### config.mk
export PLATFORM = sky130hd
export DESIGN_NAME = tmi_controller
export DESIGN_NICKNAME = d
export VERILOG_FILES = /design/src/hw/rtl/tmi_pkg.sv /design/src/hw/rtl/tmi_controller.sv
export SDC_FILE = /design/constraint.sdc
export NUM_CORES = 1
export LEC_CHECK = 0
export BUFFER_PORTS_ARGS = -buffer_cell sky130_fd_sc_hd__buf_2
export CORE_AREA = 2 2 39 41
export DETAILED_ROUTE_END_ITERATION = 7
export DIE_AREA = 0 0 41 43
export PLACE_DENSITY = 0.51
export SYNTH_ARGS = -nofsm -noshare
export SYNTH_HDL_FRONTEND = slang
export SYNTH_SLANG_ARGS = --single-unit
export TNS_END_PERCENT = 1
### constraint.sdc
create_clock -name clk -period 3.4 [get_ports clk]
set_input_delay 0 -clock clk [delete_from_list [all_inputs] [get_ports clk]]
set_output_delay 0 -clock clk [all_outputs]
set_load 0.03 [all_outputs]
### src/hw/rtl/tmi_pkg.sv
`default_nettype none
// ----------------------------------------------------------------------------
// Trapezoid motion integrator package
// Shared widths, register indexes and the controller/datapath command types.
// ----------------------------------------------------------------------------
package tmi_pkg;

    localparam int PhaseBitsDefault = 11;
    localparam int StopEpsilon      = 65;

    localparam logic [2:0] REG_MOTION_MODE     = 3'd0;
    localparam logic [2:0] REG_MAX_ACCEL       = 3'd1;
    localparam logic [2:0] REG_MAX_VELOCITY    = 3'd2;
    localparam logic [2:0] REG_POSITION_TARGET = 3'd3;
    localparam logic [2:0] REG_TICK_SECONDS    = 3'd4;

    localparam logic MODE_POSITION = 1'b0;
    localparam logic MODE_VELOCITY = 1'b1;

    localparam logic KIND_TICK = 1'b0;
    localparam logic KIND_LOAD = 1'b1;

    typedef struct packed {
        logic capture;
        logic load_pos;
        logic div_start;
        logic choose_accel;
        logic mul_accel;
        logic apply_vel;
        logic mul_delta;
        logic apply_pos;
    } tmi_cmd_t;

    typedef struct packed {
        logic div_done;
        logic stop_dead;
    } tmi_status_t;

endpackage
`default_nettype wire

### src/hw/rtl/tmi_controller.sv
`default_nettype none
// ----------------------------------------------------------------------------
// Trapezoid motion integrator controller
// Sequences one request through the datapath and runs the output handshake.
// ----------------------------------------------------------------------------
module tmi_controller
    import tmi_pkg::*;
(
    input  wire logic        clk,
    input  wire logic        rst_n,
    input  wire logic        in_valid,
    output logic             in_stall,
    input  wire logic        kind,
    input  wire logic        mode,
    output logic             out_valid,
    input  wire logic        out_stall,
    output tmi_cmd_t         cmd,
    input  wire tmi_status_t status
);

    typedef enum logic [2:0] {
        ST_IDLE,
        ST_DIV,
        ST_ACCEL,
        ST_MULA,
        ST_VEL,
        ST_MULD,
        ST_POS,
        ST_OUT
    } state_t;

    state_t state_reg;
    logic   skip_reg;

    assign in_stall  = (state_reg != ST_IDLE);
    assign out_valid = (state_reg == ST_OUT);

    always_comb
    begin
        cmd = '0;
        case (state_reg)
            ST_IDLE:
            begin
                cmd.capture  = in_valid;
                cmd.load_pos = in_valid && (kind == KIND_LOAD);
            end
            ST_DIV:   cmd.div_start    = 1'b0;
            ST_ACCEL: cmd.choose_accel = 1'b1;
            ST_MULA:  cmd.mul_accel    = 1'b1;
            ST_VEL:   cmd.apply_vel    = 1'b1;
            ST_MULD:  cmd.mul_delta    = 1'b1;
            ST_POS:   cmd.apply_pos    = 1'b1;
            default:  cmd = '0;
        endcase
        if (state_reg == ST_DIV && skip_reg)
            cmd.div_start = 1'b1;
    end

    always_ff @(posedge clk or negedge rst_n)
    begin
        if (!rst_n)
        begin
            state_reg <= ST_IDLE;
            skip_reg  <= 1'b0;
        end
        else
        begin
            case (state_reg)
                ST_IDLE:
                    if (in_valid)
                    begin
                        if (kind == KIND_LOAD)
                            state_reg <= ST_OUT;
                        else if (mode == MODE_POSITION)
                        begin
                            state_reg <= ST_DIV;
                            skip_reg  <= 1'b1;
                        end
                        else
                            state_reg <= ST_ACCEL;
                    end
                ST_DIV:
                begin
                    skip_reg <= 1'b0;
                    if (!skip_reg && status.div_done)
                        state_reg <= ST_ACCEL;
                end
                ST_ACCEL:
                    state_reg <= status.stop_dead ? ST_MULD : ST_MULA;
                ST_MULA:  state_reg <= ST_VEL;
                ST_VEL:   state_reg <= ST_MULD;
                ST_MULD:  state_reg <= ST_POS;
                ST_POS:   state_reg <= ST_OUT;
                ST_OUT:
                    if (!out_stall)
                        state_reg <= ST_IDLE;
                default:  state_reg <= ST_IDLE;
            endcase
        end
    end

endmodule
`default_nettype wire

# Yosys cells after proc, flatten, opt, wreduce, memory -nomap -nowiden
# Index checks and enable logic that the tools add are counted.
[classes]
add_sub_neg = 0
n_mul = 0
div = 0
n_lt_le_gt_ge = 0
n_eq_ne = 12
shifts = 0
muxes = 18
bitwise_logic = 0
reduce_logical = 9
[ops]
columns = ["op", "n"]
rows = [
  ["$pmux W3 S8", 1],
  ["$mux W3", 5],
  ["$eq A3 B3 Y1 const B", 4],
  ["$mux W1", 9],
  ["$ne A2 B2 Y1 const B", 4],
  ["$eq A3 B2 Y1 const B", 2],
  ["$mux W2", 2],
  ["$reduce_and A4 Y1", 1],
  ["$eq A3 B1 Y1 const B", 1],
  ["$logic_and A1 B1 Y1", 3],
  ["$logic_not A3 Y1", 1],
  ["$reduce_and A3 Y1", 1],
  ["$reduce_bool A3 Y1", 1],
  ["$ne A2 B1 Y1 const B", 1],
  ["$pmux W1 S2", 1],
  ["$reduce_bool A2 Y1", 1],
  ["$logic_not A1 Y1", 1],
]
[word_totals]
register_bits = 4
latchBits = 0
ramBits = 0
romBits = 0
output_inout_bits = 10
word_cells = 41
memories = 0

# Depth between registers and ports, before layout
[depth]
ltp_word = 4
depth_mapped = 4
ltp_nobuf = 3

# Least setup slack after synthesis
# No wires, ideal clock.
[synth_timing]
path_kind = "register to output"
startpoint = "reg state_reg[0]"
endpoint = "out cmd[4] in the netlist's numbering"
t_arrival_ns = 1.299
required_ns = 3.400
path_slack_ns = 2.101
stages_incl_launch_ff = 3
cell_sequence = "dfrtp_1 -> buf_2 -> nor3b_1"
[synth_lines]
columns = ["item", "line", "rtl"]
rows = [
  ["from (decl)", "tmi_controller.sv:32", "state_t state_reg;"],
  ["from (signal assigned)", "tmi_controller.sv:89", "state_reg <= status.stop_dead ? ST_MULD : ST_MULA;"],
  ["to (decl)", "tmi_controller.sv:17", "output tmi_cmd_t cmd,"],
]

==> impl_metrics.env <==
export IMPL_status="complete, no violations"
export IMPL_cts_tree="yes"
export IMPL_arrival_time_reported_for_the_critical_path_endpoint_ns=1.46
export IMPL_layoutNonFillerInstCount=77
export IMPL_leading_area_contributor_after_synthesis="dfrtp_1"
export IMPL_initial_core_utilization_pct=23.9
export IMPL_cp_required_ns=3.40
export IMPL_worst_skew_pair_late_latency_ns=0.23
export IMPL_ys_async_sr_fraction_pct=100
export IMPL_synth_top_area_share_pct=30.3
export IMPL_grt_remaining_overflow=0
export IMPL_power_static_leakage_nw=0.234
export IMPL_drt_pre_antenna_iters=4
export IMPL_relSlewSlack_pct=74.1
export IMPL_largest_register_ffs=3
export IMPL_dr_first_iter_drc_count=2
export IMPL_area_growth_synth_to_finish_pct=35.2
export IMPL_cellPowerDensity_nw_per_um2=930
export IMPL_share_of_post_route_cells_with_drive_strength_above_1_pct=36.1
export IMPL_path_clk_slew_ns=0.04
export IMPL_route_detailed_wl_per_inst_um=9.95
export IMPL_final_min_period_over_clock_period_pct=42.8
export IMPL_maxSlewViolCount=0
export IMPL_synth_ff_type="dfrtp_1"
export IMPL_worst_path_max_fanout=15
export IMPL_use_met3_pct=1.57
export IMPL_grt_pass1_wl_mm=1.21
export IMPL_hold_path_class="in2async"
export IMPL_ctsRootBufferMaster="clkbuf_4"
export IMPL_worst_path_buf_inv=1
export IMPL_whs_ns=0.0884
export IMPL_p_total_mw=0.415
export IMPL_preCtsSetupSlack_ns=2.04
export IMPL_grt_max_degree=16
export IMPL_final_hold_violation_count=0
export IMPL_synth_area_top_cells="dfrtp_1 30%, and3_1 7.6%, and2_1 5.7%, nor2_1 5.7%, nor3b_1 4.5%"
export IMPL_final_setup_fails=0
export IMPL_timing_critical_path_to_type="primary output"
export IMPL_timing_rr_start="state_reg[0]$_DFFE_PN0P_"
export IMPL_setup_tns_ns=0
export IMPL_synth_yosys_seq_area_share_pct=30.3
export IMPL_critical_path_max_stage_delay_ns=0.51
export IMPL_fmaxAchievable_mhz=687
export IMPL_timing_worst_slew_pin_value_ns=0.389
export IMPL_routed_via_count=360
export IMPL_synthMostInstantiatedCell="nor2_1"
export IMPL_ys_types=23
export IMPL_die_h_um=43
export IMPL_critPathTopFamily="simple AND/OR/NAND/NOR gates"
export IMPL_register_area_um2=100
export IMPL_crit_chain="nor3_1, and3_1, buf_2"
export IMPL_grt_busiest_layer="met1"
export IMPL_core_rowCount=14
export IMPL_track_usage_pct=10.4
export IMPL_nets=71
export IMPL_floorplan_die_area_um2=1760
export IMPL_worst_setup_path_type="reg2out"
export IMPL_setup_worst_path_start="state_reg[0]$_DFFE_PN0P_"
export IMPL_ant_nets=0
export IMPL_design_core_area_um2=1380
export IMPL_numPortBuffers=17
export IMPL_dpl_cell_count=73
export IMPL_multi_input_comb_area_um2=201
export IMPL_place_congestion=0.692
export IMPL_timing_max_cap_violations=0
export IMPL_cts_setup_buffers=0
export IMPL_synth_edf_count=0
export IMPL_rsz0062_at_grt="no"
export IMPL_ioPinCount=18
export IMPL_detailed_place_hpwl_um=573
export IMPL_start_kind="register"
export IMPL_grt_use_met1_pct=14.4
export IMPL_synth_cell_area_um2=330
export IMPL_drt_total_wl_um=766
export IMPL_cts_buffers_inserted=3
export IMPL_first_global_vias=288
export IMPL_shortest_period_the_worst_path_allows_ns=1.46
export IMPL_grt_use_met2_pct=12.8
export IMPL_antenna_found_initial=0
export IMPL_mappedNetlistNets=51
export IMPL_synth_avg_cell_area_um2=7.68
export IMPL_setup_ws_ns=1.94
export IMPL_critical_path_slowest_cell="dfrtp_1"
export IMPL_peakVddDrop_mv=0.289
export IMPL_post_drt_via_cell_ratio=4.68
export IMPL_final_worst_clock_skew_ns=0.00206
export IMPL_netlist_instances=43
export IMPL_post_cts_gate_resize_count=0
export IMPL_remaining_drc_errors=0
export IMPL_die_width_um=41
export IMPL_synth_commonest_cells="5 x nor2_1, 4 x and3_1, 4 x dfrtp_1"
export IMPL_yosysWarnings=0
export IMPL_cts_buffer_depth=2
export IMPL_clkSinkCount=4
export IMPL_synth_ff_latch_count=4
export IMPL_layout_filler_cells=150
export IMPL_h_tree_depth=1
export IMPL_diodes=0
report_power, final:
part	leakage [nW]	total [mW]	internal, mW	switching (mW)
Sequential	0.0462	0.126	0.0707	0.0552
Combinational	0.174	0.231	0.0976	0.134
Clock	0.0138	0.0581	0.0394	0.0186
Total	0.234	0.415	0.208	0.208
routing by layer:
layer / routed length [um] / vias up
li1: - / 188
met1: 366 / 159
met2: 338 / 11
met3: 46 / 2
met4: 15 / 0
met5: 0 / -
cell families after synthesis:
logic type	after synthesis	synth area share, %
AND/OR/NAND/NOR	24	40.5
AO/OA/AOI/OAI	10	20.5
buffers and inverters	5	8.71
flip-flops	4	30.3
what timing repair did:
action	in CTS	in global routing
endpoints found under the setup margin	0	0
endpoints found under the hold margin	4	0
hold buffers	1	0
through the flow:
step | util, % | instance area [um^2]
CTS | 32.3 | 447
global route | 32.3 | 447
floorplan | - | 330
detailed placement | 29.9 | 414
global placement | 29.9 | 414
finish | 32.3 | 447
worst register-to-register path, stage by stage, from the launching register on:
cell	delay [ns]
dfrtp_1	0.51
nand2b_1	0.22
and3_1	0.17
o32a_1	0.33
cells in the final DEF, fill, tap and decap left out:
master	n
o21ai_0	2
inv_1	2
nand2_1	3
and3b_1	1
and3_1	4
o21bai_1	1
nand2b_1	1
nor3b_1	2
and2_1	3
nor2b_1	1
nor2_1	5
a21oi_1	2
a31o_2	1
nor2_2	1
nand3b_1	1
a31oi_1	2
dfrtp_1	4
buf_2	17
dlygate4sd3_1	1
a2bb2oi_1	1
o32a_1	1
clkbuf_4	3
nor3_1	1
nand3_1	1
cell type report:
class / count / share of cell area, %
Clock buffer: 3 / 5.04
Inverter: 2 / 1.68
Multi-Input combinational cell: 34 / 45.1
Sequential cell: 4 / 22.4
Tap cell: 16 / 4.48
Timing Repair Buffer: 18 / 21.3
path summary, 6_finish.rpt:
path | slack [ns] | depth (start not counted) | endpoint
min in group clk | 0.09 | 2 | state_reg[0]$_DFFE_PN0P_
max | 1.94 | 3 | cmd[6]
min reg2reg | 0.57 | 2 | skip_reg$_DFFE_PN0P_
max reg2reg | 2.05 | 3 | state_reg[0]$_DFFE_PN0P_
min | 0.09 | 2 | skip_reg$_DFFE_PN0P_
max in group asynchronous | 3.19 | 2 | state_reg[1]$_DFFE_PN0P_
No activity file was read; power rests on OpenSTA's default activity.
